### config.mk
export PLATFORM = sky130hd
export DESIGN_NAME = med3x3_median9
export DESIGN_NICKNAME = d
export VERILOG_FILES = /design/src/rtl/med3x3_median9.sv
export SDC_FILE = /design/constraint.sdc
export NUM_CORES = 1
export LEC_CHECK = 0
export BUFFER_PORTS_ARGS = -buffer_cell sky130_fd_sc_hd__buf_2
export CORE_MARGIN = 3
export CORE_UTILIZATION = 40
export DETAILED_ROUTE_END_ITERATION = 10
export SYNTH_ARGS = -nofsm -noshare
export SYNTH_HDL_FRONTEND = slang
export SYNTH_SLANG_ARGS = --single-unit
export TNS_END_PERCENT = 1
### constraint.sdc
create_clock -name vclk -period 19.5
set_input_delay 0 -clock vclk [all_inputs]
set_output_delay 0 -clock vclk [all_outputs]
set_load 0.005 [all_outputs]
### src/rtl/med3x3_median9.sv
// Compare-exchange network giving the median of nine samples.
`default_nettype none
module med3x3_median9 #(
    parameter int W = 16
) (
    input  wire logic [8:0][W-1:0] v,
    output logic       [W-1:0]     median
);

    function automatic logic [W-1:0] mn(input logic [W-1:0] x, input logic [W-1:0] y);
        return (x > y) ? y : x;
    endfunction

    function automatic logic [W-1:0] mx(input logic [W-1:0] x, input logic [W-1:0] y);
        return (x > y) ? x : y;
    endfunction

    logic [W-1:0] a0, a1, a2, a3, a4;
    logic [W-1:0] b0, b1, b2, b3, b4;
    logic [W-1:0] c0, c1, c2, c3;
    logic [W-1:0] d0, d1, d2, d3;
    logic [W-1:0] e0, e1, e2;
    logic [W-1:0] f0, f1, f2;
    logic [W-1:0] g0, g1, g2;
    logic [W-1:0] h0, h1;

    always_comb
    begin
        a0 = mn(v[1], v[2]);
        b0 = mx(v[1], v[2]);
        a1 = mn(a0, v[0]);
        c0 = mx(a0, v[0]);
        b1 = mn(b0, c0);
        c1 = mx(b0, c0);
        d0 = mn(v[4], v[5]);
        e0 = mx(v[4], v[5]);
        d1 = mn(d0, v[3]);
        f0 = mx(d0, v[3]);
        e1 = mn(e0, f0);
        f1 = mx(e0, f0);
        a2 = mx(a1, d1);
        d2 = mn(v[7], v[8]);
        g0 = mx(v[7], v[8]);
        d3 = mn(d2, v[6]);
        h0 = mx(d2, v[6]);
        a3 = mx(a2, d3);
        g1 = mn(g0, h0);
        h1 = mx(g0, h0);
        e2 = mn(e1, g1);
        g2 = mx(e1, g1);
        b2 = mx(b1, e2);
        b3 = mn(b2, g2);
        f2 = mn(f1, h1);
        c2 = mn(c1, f2);
        b4 = mn(b3, c2);
        c3 = mx(b3, c2);
        a4 = mx(a3, b4);
        median = mn(a4, c3);
    end

endmodule
`default_nettype wire

==> Word-level counts from Yosys, hierarchy flattened <==
Index checks and enable logic that the tools add are counted.
{ "totals": {"output_inout_bits": 16, "inputBits": 144, "ff_bits": 0, "word_cells": 49} }
{ "classes": {"order_cmp": 19, "muxes": 30} }
{ "ops": {"columns": ["cell", "n"], "rows": [
  ["$mux W16", 30],
  ["$gt A16 B16 Y1", 19]
]} }

==> Logic depth before layout (Yosys ltp) <==
{ "depth": {"depth_word": 18, "ltp_mapped": 123, "mapped_depth_nobuf": 111} }

==> Worst setup path after synthesis <==
Ideal clock, no wire load.
{ "synth_path": {"path_type": "input -> output", "from": "input port v[143] (netlist bit)", "to": "output port median[0]", "arrival_time_ns": 20.624, "path_buffers": 15, "t_required_ns": 19.500, "path_stages": 114, "setup_slack_ns": -1.124, "path_cell_list": "inv_1 ha_1 nand4_1 or4_4 or2_1 buf_6 nand2_1 clkbuf_1 clkbuf_1 o21ai_0 ha_1 nand4_1 a2111o_1 a31oi_1 clkbuf_1 clkbuf_1 clkbuf_1 nand2_1 [78 not listed] mux2i_1 ha_1 o21ai_0 nand2b_1 a21oi_1 nor2b_1 o21ai_0 nand2b_1 a21oi_1 nor2b_1 o21ai_0 nand2_1 a21o_1 a21oi_1 a21oi_1 clkinv_1 clkbuf_1 mux2i_1"} }
{ "synth_via": {"elab_chain_len": 18, "word_cells_on_any_way": 29, "cone_classes": "12 x order compare; 17 x mux"} }
{ "synth_rtl": {"columns": ["element", "line_no", "rtl"], "rows": [
  ["start, declared", "6", "input wire logic [8:0][W-1:0] v,"],
  ["$gt A16 B16 Y1", "11, 15", null],
  ["$mux W16", "11", "return (x > y) ? y : x;"],
  ["$gt A16 B16 Y1", "11, 15", null],
  ["$mux W16", "15", "return (x > y) ? x : y;"],
  ["$gt A16 B16 Y1", "11, 15", null],
  ["$mux W16", "11", null],
  ["$gt A16 B16 Y1", "11, 15", null],
  ["$mux W16", "11", null],
  ["[2 not listed]", null, null],
  ["$gt A16 B16 Y1", "11", null],
  ["$mux W16", "11", null],
  ["$gt A16 B16 Y1", "11, 15", null],
  ["$mux W16", "11", null],
  ["$gt A16 B16 Y1", "15", null],
  ["$mux W16", "15", null],
  ["$gt A16 B16 Y1", "11", null],
  ["$mux W16 (*)", "11", null],
  ["end, declared", "7", "output logic [W-1:0] median"]
]} }
Mark *: on every way between the ends. The rest lies on a longest branch, timed or not.

==> Worst setup path in the final report <==
{ "layout_path": {"from": "input port v[135] (netlist bit)", "to": "output port median[2]"} }
Same word-level chain as after synthesis.

==> summary by stage <==
STA
The worst path in the final design needs a cycle of 18,860 ps, including I/O delays and setup. The post-route fraction of the period consumed by the critical path is 96.7%. Setup violations remaining at the end of the flow were counted as 0. The timing-limited maximum frequency is 53.0 MHz. Headroom to the max-slew limit came out at 30.1%. At the pin with the least slew margin, the transition time is 1050 ps.

The number of slew-limit violations in the final report is 0. The total count of hold-check failures in the final report was 0. Setup total negative slack on the finished layout was measured at 0 ps.

Placed design
The weighted congestion at the end of routability-driven global placement is 1.01. The wire-length estimate of the detail-placed layout is 42,700 um. Input and output buffers added on the ports amount to 160.

Floorplan
The width of the chip is 188 um. Row generation in the floorplan step produced 66 rows. The core area is 32,600 um^2. The top-level I/O count is 160. The floorplan step set the die height to 188 um. The die area is 35,400 um^2. The starting density of the core is 40.6%.

Worst setup path
On the critical path, the stage with the largest delay is an instance of sky130_fd_sc_hd__a2111o_1. The worst setup path is launched from an input pin. The number of buffers and inverters on the critical path is 20. For the worst setup path, the data arrival time is 18,860 ps. The largest delay contributor family on the critical path is compound AO/OA/AOI/OAI gates. The critical path data required time is 19,500 ps. The largest fanout of any net on the critical path is 15.

The worst setup path is of the in2out kind. The largest single stage delay on the critical path is 580 ps. The worst setup path is captured at an output pin.

Synthesis
For this run, the register share of the synthesized area comes to 0%. In this run the mean area of a mapped cell was 6.65 um^2. The post-synthesis instance area is 13,300 um^2. sky130_fd_sc_hd__ha_1 takes more of the synthesized area than any other cell. The synthesized instance count is 1,992. The Yosys warning count is 0. By area the synthesized netlist is led by sky130_fd_sc_hd__ha_1 28%, sky130_fd_sc_hd__mux2i_1 11%, sky130_fd_sc_hd__inv_1 7.6%. The synthesized netlist contains 83 unique library cells.

The number of nets handed over by synthesis was 2,434. After synthesis, the largest area contributor takes up 28.1% of total cell area.

Min path
The class of the worst hold path is in2out.

Final layout
Registers take 0 um^2. At the end of the flow, the number of nets in the layout was 2,701. There are 0 flip-flops and latches. The share of final-layout standard cells stronger than drive strength 1 is 23.0%. The count of clock-net buffers in the final layout is 0. The signed area change from the synthesized netlist to the final layout is 24.6%. The number of antenna diodes in the final layout is 0.

Drt
The total wirelength of the detailed-routed design is 50,200 um. The number of search-and-repair iterations in the first detailed-routing pass is 5. Detailed routing inserted a total of 15,199 vias. For this run, design rule violations remaining after detail routing come to 0. In this run the remaining antenna-violating nets after routing total 0.

The number of vias per cell after detailed routing is 5.63. The average wire length per cell after detail routing is 18.6 um. The violation count after the first detailed-routing iteration is 1,100.

Global routing
The initial antenna violation count is 0. Across every metal layer, demand over resource in global routing totals 26.2%. The via count of the first global-routing pass was 14,375.

The maximum number of pins on one net before global-route repair is 46. The wire length of the first global-routing pass is 75,100 um. The total congestion overflow after global routing is 0.

Run
The max-cap check violation count is 0.

Status
The flow ran to the end, and the final reports show no timing, DRC or antenna violations.
==> tightest hold or removal path, cell delays in order <==
cell and delay (ps):
sky130_fd_sc_hd__buf_2 110, sky130_fd_sc_hd__nor2_1 100, sky130_fd_sc_hd__a21oi_1 90, sky130_fd_sc_hd__o21ai_0 290, sky130_fd_sc_hd__mux2_2 190, sky130_fd_sc_hd__buf_4 100
sky130_fd_sc_hd__mux2i_1 50, sky130_fd_sc_hd__buf_2 120
==> what timing repair did <==
action,CTS,global route
resized for setup,24,156
hold buffers,0,0
pin swaps,5,50
setup endpoints to repair,16,16
setup buffers,3,33
cloned,3,4
==> layout make-up <==
cell class	instances	area, um^2
Multi-Input combinational cell	1650	12700
Timing Repair Buffer	339	2280
Inverter	268	1010
Fill cell	3303	16100
Tap cell	442	553
==> synthesized netlist by cell type (4+ instances only) <==
cell type and number:
sky130_fd_sc_hd__nor2b_1 28, sky130_fd_sc_hd__o211ai_1 8, sky130_fd_sc_hd__ha_1 298, sky130_fd_sc_hd__buf_6 6
sky130_fd_sc_hd__o21ai_1 6, sky130_fd_sc_hd__nand4_1 65, sky130_fd_sc_hd__nor4_1 5, sky130_fd_sc_hd__o21a_1 34
sky130_fd_sc_hd__a211oi_1 6, sky130_fd_sc_hd__o21ai_0 194, sky130_fd_sc_hd__o221ai_1 5, sky130_fd_sc_hd__a21boi_0 8
sky130_fd_sc_hd__a31o_2 4, sky130_fd_sc_hd__clkbuf_1 51, sky130_fd_sc_hd__nor3_1 14, sky130_fd_sc_hd__and4_1 4
sky130_fd_sc_hd__a21oi_1 194, sky130_fd_sc_hd__nand2b_1 13, sky130_fd_sc_hd__or3_1 6, sky130_fd_sc_hd__nand3_1 17
sky130_fd_sc_hd__a211o_1 5, sky130_fd_sc_hd__mux2i_1 144, sky130_fd_sc_hd__buf_1 13, sky130_fd_sc_hd__nand2_1 201
sky130_fd_sc_hd__inv_1 267, sky130_fd_sc_hd__a221oi_1 9, sky130_fd_sc_hd__o31a_1 4, sky130_fd_sc_hd__and3_1 6
sky130_fd_sc_hd__or2_2 7, sky130_fd_sc_hd__a31oi_1 7, sky130_fd_sc_hd__and2_1 9, sky130_fd_sc_hd__a21o_1 74
sky130_fd_sc_hd__buf_4 4, sky130_fd_sc_hd__nor2_1 170, sky130_fd_sc_hd__mux2_2 38
==> cells by family (layout without fill, tap and decap cells) <==
kind of cell,after synthesis,count (layout),share of synthesized area [%]
xor+xnor,1,1,0.0661
buf+inv,346,607,10.3
fa+ha+maj,299,299,28.2
compound gates,601,605,27.4
simple gates,560,560,19.6
mux,185,185,14.4
==> final timing paths <==
path / start / to / slack, ps / cells after the start
setup / recovery: v[135] / median[2] / 640 / 112
hold / removal: v[96] / median[0] / 1050 / 8
==> per-layer routing <==
layer | up-vias | routed length [um] | global-route usage (%) | share of wire [%]
met5 | - | 0 | 0 | 0
li1 | 7645 | - | - | -
met3 | 86 | 3000 | 2.86 | 6.0
met2 | 493 | 23100 | 45.3 | 46
met1 | 6975 | 22300 | 34.2 | 44
met4 | 0 | 1810 | 7.79 | 3.6
==> placed cells by master (no fill, tap or decap), types with 10 or more instances in the layout <==
cell type                  count
sky130_fd_sc_hd__a21o_1       74
sky130_fd_sc_hd__a21oi_1     171
sky130_fd_sc_hd__a21oi_2      21
sky130_fd_sc_hd__buf_2       161
sky130_fd_sc_hd__buf_4       161
sky130_fd_sc_hd__buf_6        10
sky130_fd_sc_hd__ha_1        284
sky130_fd_sc_hd__ha_4         14
sky130_fd_sc_hd__inv_1       257
sky130_fd_sc_hd__inv_2        11
sky130_fd_sc_hd__mux2_2       34
sky130_fd_sc_hd__mux2i_1     132
sky130_fd_sc_hd__mux2i_2      11
sky130_fd_sc_hd__nand2_1     197
sky130_fd_sc_hd__nand2b_1     13
sky130_fd_sc_hd__nand3_1      15
sky130_fd_sc_hd__nand4_1      65
sky130_fd_sc_hd__nor2_1      164
sky130_fd_sc_hd__nor2b_1      28
sky130_fd_sc_hd__nor3_1       13
sky130_fd_sc_hd__o21a_1       34
sky130_fd_sc_hd__o21ai_0     154
sky130_fd_sc_hd__o21ai_1      30
sky130_fd_sc_hd__o21ai_2      15
==> per-stage QoR <==
step / area (um^2) / worst slack [ps] / hold slack [ps] / utilization [%] / instances
6_report: 16500 / 644 / 1050 / 50.6 / 2699
4_1_cts: 15600 / 15.2 / 1080 / 47.8 / 2662
2_1_floorplan: 13300 / 96.1 / 547 / - / 1992
3_5_place_dp: 15400 / -635 / 1090 / 47.3 / 2656
3_3_place_gp: 15400 / -188 / 1040 / 47.3 / 2656
5_1_grt: 16500 / -271 / 1180 / 50.6 / 2699
Power is not shown: default switching activity piles up to over one toggle a cycle in this logic, so the estimate is an artifact.
