$ cat src/rtl/med3x3_pkg.sv
// Shared types and constants of the 3x3 median filter.
`default_nettype none
package med3x3_pkg;

    localparam int PIX_W      = 16;
    localparam int COL_W      = 11;
    localparam int ROW_W      = 12;
    localparam int CFG_IDX_W  = 2;
    localparam int CFG_DATA_W = 12;
    localparam int Q_DEPTH    = 8;
    localparam int Q_PTR_W    = 3;
    localparam int Q_CNT_W    = 4;

    localparam logic ACTION_FLUSH = 1'b1;

    typedef enum logic [CFG_IDX_W-1:0] {
        CFG_LAST_COLUMN = 2'd0,
        CFG_LAST_ROW    = 2'd1,
        CFG_SAMPLE_MODE = 2'd2
    } cfg_index_t;

    typedef struct packed {
        logic [PIX_W-1:0] median;
        logic             row_end;
        logic             frame_end;
        logic             last;
    } result_t;

    typedef struct packed {
        logic mid;
        logic up;
    } store_wr_t;

endpackage
`default_nettype wire

$ cat src/rtl/med3x3_out_queue.sv
// Result queue taking up to two results a cycle and giving one while head_stall is low.
`default_nettype none
module med3x3_out_queue (
    input  wire logic                           clk,
    input  wire logic                           rst_n,
    input  wire logic                           wr_first_valid,
    input  wire med3x3_pkg::result_t            wr_first,
    input  wire logic                           wr_second_valid,
    input  wire med3x3_pkg::result_t            wr_second,
    input  wire logic                           head_stall,
    output logic                                head_valid,
    output med3x3_pkg::result_t                 head,
    output logic [med3x3_pkg::Q_CNT_W-1:0]      count
);
    import med3x3_pkg::*;

    result_t               entry_reg [Q_DEPTH];
    logic [Q_PTR_W-1:0]    wr_ptr_reg, wr_ptr_next;
    logic [Q_PTR_W-1:0]    rd_ptr_reg, rd_ptr_next;
    logic [Q_CNT_W-1:0]    count_reg, count_next;
    logic                  put0, put1, pop;
    result_t               put0_data;
    logic [Q_CNT_W-1:0]    put_n;

    always_comb
    begin
        put0      = wr_first_valid | wr_second_valid;
        put1      = wr_first_valid & wr_second_valid;
        put0_data = wr_first_valid ? wr_first : wr_second;
        put_n     = Q_CNT_W'(put0) + Q_CNT_W'(put1);
        pop       = (count_reg != '0) && !head_stall;
        wr_ptr_next = wr_ptr_reg + Q_PTR_W'(put_n);
        rd_ptr_next = rd_ptr_reg + Q_PTR_W'(pop);
        count_next  = count_reg + put_n - Q_CNT_W'(pop);
    end

    always_ff @(posedge clk)
    begin
        if (put0)
        begin
            entry_reg[wr_ptr_reg] <= put0_data;
        end
        if (put1)
        begin
            entry_reg[Q_PTR_W'(wr_ptr_reg + 1'b1)] <= wr_second;
        end
    end

    always_ff @(posedge clk or negedge rst_n)
    begin
        if (!rst_n)
        begin
            wr_ptr_reg <= '0;
            rd_ptr_reg <= '0;
            count_reg  <= '0;
        end
        else
        begin
            wr_ptr_reg <= wr_ptr_next;
            rd_ptr_reg <= rd_ptr_next;
            count_reg  <= count_next;
        end
    end

    assign head_valid = (count_reg != '0);
    assign head       = entry_reg[rd_ptr_reg];
    assign count      = count_reg;

endmodule
`default_nettype wire

$ cat config.mk
export PLATFORM = sky130hd
export DESIGN_NAME = med3x3_out_queue
export DESIGN_NICKNAME = d
export VERILOG_FILES = /design/src/rtl/med3x3_pkg.sv /design/src/rtl/med3x3_out_queue.sv
export SDC_FILE = /design/constraint.sdc
export NUM_CORES = 1
export LEC_CHECK = 0
export CORE_MARGIN = 5
export CORE_UTILIZATION = 64
export DETAILED_ROUTE_END_ITERATION = 10
export DONT_BUFFER_PORTS = 1
export PLACE_DENSITY = 0.8
export RECOVER_POWER = 100
export SLEW_MARGIN = 20
export SYNTH_ARGS = -nofsm -noshare
export SYNTH_HDL_FRONTEND = slang
export SYNTH_SLANG_ARGS = --single-unit
$ cat constraint.sdc
create_clock -name clk -period 2.9 [get_ports clk]
set_clock_uncertainty 0.1 [all_clocks]
set_input_delay 0.29 -clock clk [delete_from_list [all_inputs] [get_ports clk]]
set_output_delay 0.29 -clock clk [all_outputs]
set_load 0.01 [all_outputs]
# After elaboration in Yosys (flattened, before gate mapping)
# Memories as Yosys holds them, arrays and structs flattened.
# Index checks and enable logic that the tools add are counted.
# word_totals
ff_bits	10
ram_bits	152
input_bits	43
output_inout_bits	24
word_cells	20
mem_count	1
# classes
add_sub_neg	6
n_mux	5
n_bitwise	2
n_reduce_logical	3
# mem_list
name	depth	width	rd	rd_ports_with_merged_regs	wr	line	text
entry_reg	8	19	1	0	2	med3x3_out_queue.sv:17	result_t entry_reg [Q_DEPTH];
# ops
op	count
19-bit 2-to-1 mux	1
4-bit by 2-bit adder with 4-bit output	1
1-bit 2-to-1 mux	4
4-bit nonzero test	1
4-bit by 1-bit subtractor with 4-bit output	1
3-bit by 1-bit adder with 3-bit output	1
3-bit by 1-bit adder with 3-bit output, second input constant	1
3-bit by 2-bit adder with 3-bit output	1
1-bit by 1-bit adder with 2-bit output	1
1-bit bitwise AND	1
1-bit logical AND	1
1-bit zero test	1
1-bit OR	1

# Logic depth before layout (Yosys ltp)
# Gate-level depths: netlist of run 1.
# depth
ltp_word	4
depth_mapped	8
depth_no_buf	8

# Worst setup path after synthesis of run 1
# OpenSTA, ideal clock, no wires.
# synth_path
path_type	input-to-reg
from	input wr_first_valid
to	memory entry_reg[1][0] in the netlist's numbering (enable)
arrival_time_ps	2610
t_required_ps	2379
slack_ps	-231
cell_stages	5
path_cell_list	clkbuf_1 > inv_1 > ha_1 > or2_2 > o21ai_0
# synth_rtl
element	line	text
start, declared	med3x3_out_queue.sv:6	input wire logic wr_first_valid,
end, declared	med3x3_out_queue.sv:17	

==> results.yml, run 1 <==
clock_tree:
  clock_latency_ps: 430
  ctsResizeCount: 0
  clkSinkCount: 162
  cts.path.max_buffers: 2
  htreeDepth: 4
  post_cts.repair.setup_buffers: 0
  clkTransAtPathRegs_ps: 60
  root_buffer: "clkbuf_16"
  cts_tree: "built"
  cts_inserted_buffers: 17
worst_setup_path:
  reg2reg_from: "wr_ptr_reg[0]$_DFF_PN0_"
  crit_end: "entry_reg[7][14]$_DFFE_PP_"
  critPathCaptureType: "flop"
  crit_start: "wr_ptr_reg[0]$_DFF_PN0_"
  r2r_end: "entry_reg[7][14]$_DFFE_PP_"
  regToRegSetupSlack_ps: 270
  start_kind: "flop"
  arrival_ps: 2710
  critical_path.max_fanout: 11
  crit_required_ps: 2980
  reg2regPathDepth: 5
  critPathKind: "reg2reg"
place:
  portBuffers: 0
  dp_slack_ps: 445
  dpl.hpwl_mm: 11.4
  place_area_um2: 8820
  gp_congestion: 0.816
layout:
  antenna_cells: 0
  nNetsFinal: 576
  design_area_um2: 9520
  largest_reg_flops: 152
  syn_to_final_growth_pct: 12.8
  drive_gt1_share_pct: 52.0
  n_fill_cell: 813
  final_cell_mix: "mux2_2 (183), edfxtp_1 (152), mux4_2 (38), dlygate4sd3_1 (20), clkbuf_16 (17)"
  final_common_cell: "mux2_2"
synth:
  async_flop_share_pct: 6.17
  synth-main-ff-cell: "edfxtp_1"
  synth_cell_types: 31
  syn_area_per_cell_um2: 17.5
  synth_area_um2: 8440
  synth_edf_count: 152
  synth_top_area_share_pct: 54.1
  yosys_warnings: 0
  ys_top_cells_by_area: "edfxtp_1 (54%), mux2_2 (25%), mux4_2 (10%)"
  synth_nets: 536
  syn_inst: 481
  yosys.area.top_type: "edfxtp_1"
  ys_ff_latch: 162
  yosysSeqAreaShare_pct: 57.0
detailed_routing:
  dr_wl_met3_um: 989
  wl_per_cell_um: 26.5
  via_per_inst: 6.44
  met2_length_mm: 10.0
  first_iter_violations: 344
  highest_layer: "met5"
  routed_wl_mm: 18.8
  vias: 4568
  drc: 0
  drtPass1Iterations: 4
  detail-route-antenna-nets: 0
  m1WireLength_mm: 7.39
die:
  dieWidth_um: 125
  die_h_um: 125
  dieArea_um2: 15600
  initial_utilization_pct: 64.5
  fp.coreArea_um2: 13100
  rows: 42
  pin_count: 67
global_routing:
  antenna_found_initial: 2
  grt_pass1_wl_mm: 29.3
  grt_pass1_vias: 4982
  grt_max_degree: 41
  grt.total_usage_pct: 25.2
  grt-ovfl-total: 0
sta:
  hold_violations: 0
  finalCriticalPeriod_ps: 2630
  worst_pin_slew_ps: 1160
  report.final.slew_viol_count: 0
  relSlewSlack_pct: 22.5
  worst_slack_ps: 270
  setup_violations: 0
  rsz0062_at_grt: "false"
  max_clock_freq_mhz: 380
  tns_ps: 0
  post-route-period-util_pct: 90.7
  hold_slack_ps: 30.5
job:
  maxCapViolCount: 0
power_and_ir_drop:
  vdd_drop_max_v: 0.000491
  p_per_area_nw_per_um2: 994
  finalPower_mw: 9.46
  p_leak_nw: 3.21
worst_hold_path:
  worstHoldPathType: "in2reg"
outcome:
  status: "finished clean"
-- worst min path at each step --
| stage | slack, ps | cells after the start | from | end |
|---|---|---|---|---|
| 2_1_floorplan | -110 | 0 | rst_n | count[0]$_DFF_PN0_ |
| 3_3_place_gp | -110 | 0 | rst_n | count[2]$_DFF_PN0_ |
| 3_5_place_dp | -110 | 0 | rst_n | count[3]$_DFF_PN0_ |
| 4_1_cts | 10 | 2 | head_stall | rd_ptr_reg[0]$_DFF_PN0_ |
| 5_1_grt | 30 | 2 | head_stall | rd_ptr_reg[0]$_DFF_PN0_ |
| 6_report | 30 | 2 | head_stall | rd_ptr_reg[0]$_DFF_PN0_ |
-- cell usage after synthesis (3+ instances only) --
library cell / count
buf_2: 12
buf_4: 6
clkbuf_1: 7
dfrtp_1: 10
edfxtp_1: 152
ha_1: 10
inv_1: 10
mux2_2: 190
mux4_2: 38
nand2_1: 5
nand2b_1: 4
nor3_1: 4
o22ai_1: 4
or2_2: 3
xor2_1: 5
-- report_power, final --
group          switching, mW  total [mW]  leakage, nW  internal, mW
sequential             0.261        3.74         1.51          3.48
clock                  0.868        2.29        0.293          1.42
combinational           1.88        3.44         1.41          1.56
-- worst max-delay path, cell delays in order, from the launching register on --
cell      delay, ps
dfrtp_1         500
ha_1            440
nand3b_1        210
nor2_2          560
buf_12          230
mux2_2          350
-- through the flow --
| step | utilization [%] | instances |
|---|---|---|
| 6_report | 72.7 | 709 |
| 5_1_grt | 72.7 | 709 |
| 4_1_cts | 73.5 | 709 |
| 3_5_place_dp | 67.4 | 658 |
| 3_3_place_gp | 67.4 | 658 |
| 2_1_floorplan | - | 481 |
-- kinds of logic (layout without fill, tap and decap cells) --
| kind of cell | count (synthesis) | in the layout | synth area share, % |
|---|---|---|---|
| multiplexers | 228 | 228 | 35.5 |
| flip-flops | 162 | 162 | 57.0 |
| buffers and inverters | 36 | 88 | 2.05 |
| AND/OR/NAND/NOR | 26 | 26 | 1.82 |
| adder cells (fa/ha/maj) | 12 | 12 | 1.96 |
| AO/OA/AOI/OAI | 9 | 9 | 0.623 |
| XOR/XNOR | 8 | 8 | 1.01 |
-- what timing repair did --
action                                 4_1_cts  5_1_grt
hold buffers                                20        0
endpoints found under the hold margin      162        0
setup endpoints to repair                    0        0
-- per-layer routing --
layer	GRT usage (%)	vias to the layer above
li1	-	2012
met1	31.4	2394
met2	44.3	135
met3	6.13	23
met4	6.89	4
met5	0	-
-- layout make-up --
class / count / area [um^2] / share of cell area [%]
sequential: 162 / 4820 / 50.6
multi-input combinational: 283 / 3450 / 36.2
clock buffer: 18 / 429 / 4.51
timing repair buffer: 47 / 399 / 4.19
tap: 176 / 220 / 2.31
clock inverter: 13 / 168 / 1.76
inverter: 10 / 37.5 / 0.394
No activity file was read; power rests on OpenSTA's default activity.
==> inputs of run 2 (changes only) <==
--- a/constraint.sdc
+++ b/constraint.sdc
@@ -4,2 +4,2 @@
 set_output_delay 0.29 -clock clk [all_outputs]
-set_load 0.01 [all_outputs]
+set_load 0.02 [all_outputs]
==> run 2 against run 1 <==
Die area unchanged. Critical path depth unchanged. Non-clock buffer count increased by 1. Largest power group unchanged. Sequential power increased by 2%. Routed wire length decreased by 0.67%. Critical endpoint is now entry_reg[0][5]$_DFFE_PP_. Highest routed layer is now met4. Global-route usage increased by 0.12 points. Clock power decreased by 6%. Sequential share of layout area increased by 0.32 points. Power increased by 0.15%. Flip-flop and latch count unchanged. First-iteration DRC count increased by 26%.
==> results.yml, run 2 (synthesis results as in run 1) <==
global_routing:
  grt.total_usage_pct: 25.3
  grt_max_degree: 41
  grt_pass1_wl_mm: 29.4
  grt-ovfl-total: 0
  grt_pass1_vias: 4979
  antenna_found_initial: 0
worst_setup_path:
  critPathCaptureType: "flop"
  crit_start: "wr_ptr_reg[0]$_DFF_PN0_"
  critical_path.max_fanout: 19
  start_kind: "flop"
  reg2reg_from: "wr_ptr_reg[0]$_DFF_PN0_"
  reg2regPathDepth: 5
  crit_required_ps: 2970
  critPathKind: "reg2reg"
  arrival_ps: 2770
place:
  dp_cells: 659
  portBuffers: 0
  gp_congestion: 0.834
  dp_slack_ps: 313
  dpl.hpwl_mm: 11.6
  place_area_um2: 8820
worst_hold_path:
  hold_path_depth: 1
  worstHoldPathType: "in2reg"
  hold_path.startpoint: "wr_second[3]"
sta:
  setup_violations: 0
  worst_pin_slew_ps: 950
  tns_ps: 0
  relSlewSlack_pct: 36.0
  hold_violations: 0
  post-route-period-util_pct: 93.1
  finalCriticalPeriod_ps: 2700
  max_clock_freq_mhz: 370
  rsz0062_at_grt: "false"
  hold_slack_ps: 10.4
  report.final.slew_viol_count: 0
  worst_slack_ps: 200
die:
  die_h_um: 125
  dieWidth_um: 125
  initial_utilization_pct: 64.5
  pin_count: 67
  dieArea_um2: 15600
  fp.coreArea_um2: 13100
  rows: 42
layout:
  syn_to_final_growth_pct: 12.1
  regArea_um2: 4820
  nNetsFinal: 577
  final_common_cell: "mux2_2"
  final_cell_mix: "mux2_2 (172), edfxtp_1 (152), mux4_2 (38), dlygate4sd3_1 (20), mux2_1 (18)"
  multiInputGateArea_um2: 3450
  design_area_um2: 9460
  stdcell_count: 712
  largest_reg_flops: 152
  drive_gt1_share_pct: 49.9
  n_fill_cell: 798
clock_tree:
  clkSinkCount: 162
  ctsResizeCount: 0
  cts.path.max_buffers: 2
  clkTransAtPathRegs_ps: 60
  clock_latency_ps: 420
  cts_inserted_buffers: 17
  hold_buffers: 20
  htreeDepth: 4
  root_buffer: "clkbuf_16"
  cts_tree: "built"
  post_cts.repair.setup_buffers: 0
detailed_routing:
  vias: 4521
  drc: 0
  first_iter_violations: 435
  routed_wl_mm: 18.6
  wl_per_cell_um: 26.2
  drtPass1Iterations: 4
  detail-route-antenna-nets: 0
  via_per_inst: 6.35
power_and_ir_drop:
  p_leak_nw: 3.17
  p_per_area_nw_per_um2: 1000
  vdd_drop_max_v: 0.000530
outcome:
  status: "finished clean"
job:
  maxCapViolCount: 0
==> run 2: cell types whose count changed in the layout (fill, tap and decap cells not counted), sizes merged <==
cell      delta
clkinvlp     +2
inv          +2
bufinv       -2
diode        +1
buf          -8
clkinv       -1
clkbuf       +9
==> run 2: final timing paths <==
kind,slack (ps),end
setup / recovery,200,entry_reg[0][5]$_DFFE_PP_
hold / removal,10,entry_reg[7][3]$_DFFE_PP_
setup reg to reg,200,entry_reg[0][5]$_DFFE_PP_
hold reg to reg,560,wr_ptr_reg[2]$_DFF_PN0_
max in group asynchronous,2170,rd_ptr_reg[0]$_DFF_PN0_
min in group asynchronous,170,count[0]$_DFF_PN0_
==> run 2: per-stage QoR <==
| step | utilization (%) | total power [mW] |
|---|---|---|
| final | 72.3 | 9.48 |
| after detailed placement | 67.4 | 7.56 |
| after floorplan | - | 6.53 |
| after global routing | 72.3 | 9.91 |
| after global placement | 67.4 | 7.43 |
| after CTS | 73.2 | 9.78 |
==> run 2: final cells by class <==
| type | instances | share of cell area (%) |
|---|---|---|
| inverter | 10 | 0.397 |
| tap | 176 | 2.33 |
| antenna | 1 | 0.0265 |
| clock buffer | 18 | 4.54 |
| clock inverter | 14 | 1.46 |
| multi-input combinational | 283 | 36.4 |
| sequential | 162 | 50.9 |
| timing repair buffer | 48 | 3.89 |
==> run 2: per-layer routing <==
layer / GRT usage, % / vias to the layer above / share of wire [%]
li1: - / 2021 / -
met1: 31.6 / 2341 / 39
met2: 44.3 / 135 / 54
met3: 5.79 / 24 / 5.6
met4: 7.72 / 0 / 1.7
met5: 0 / - / 0
==> run 2: critical path: stages, from the launching register on <==
cell and delay, ps:
dfrtp_1 490, ha_1 320, xor2_2 210, nor3_1 280, clkbuf_2 610, mux2_2 410
==> run 2: report_power, final <==
group | total [mW] | leakage [nW] | switching [mW] | internal, mW
Sequential | 3.81 | 1.51 | 0.333 | 3.48
Combinational | 3.51 | 1.39 | 2.02 | 1.50
Clock | 2.15 | 0.275 | 0.891 | 1.26
Total | 9.48 | 3.17 | 3.24 | 6.23
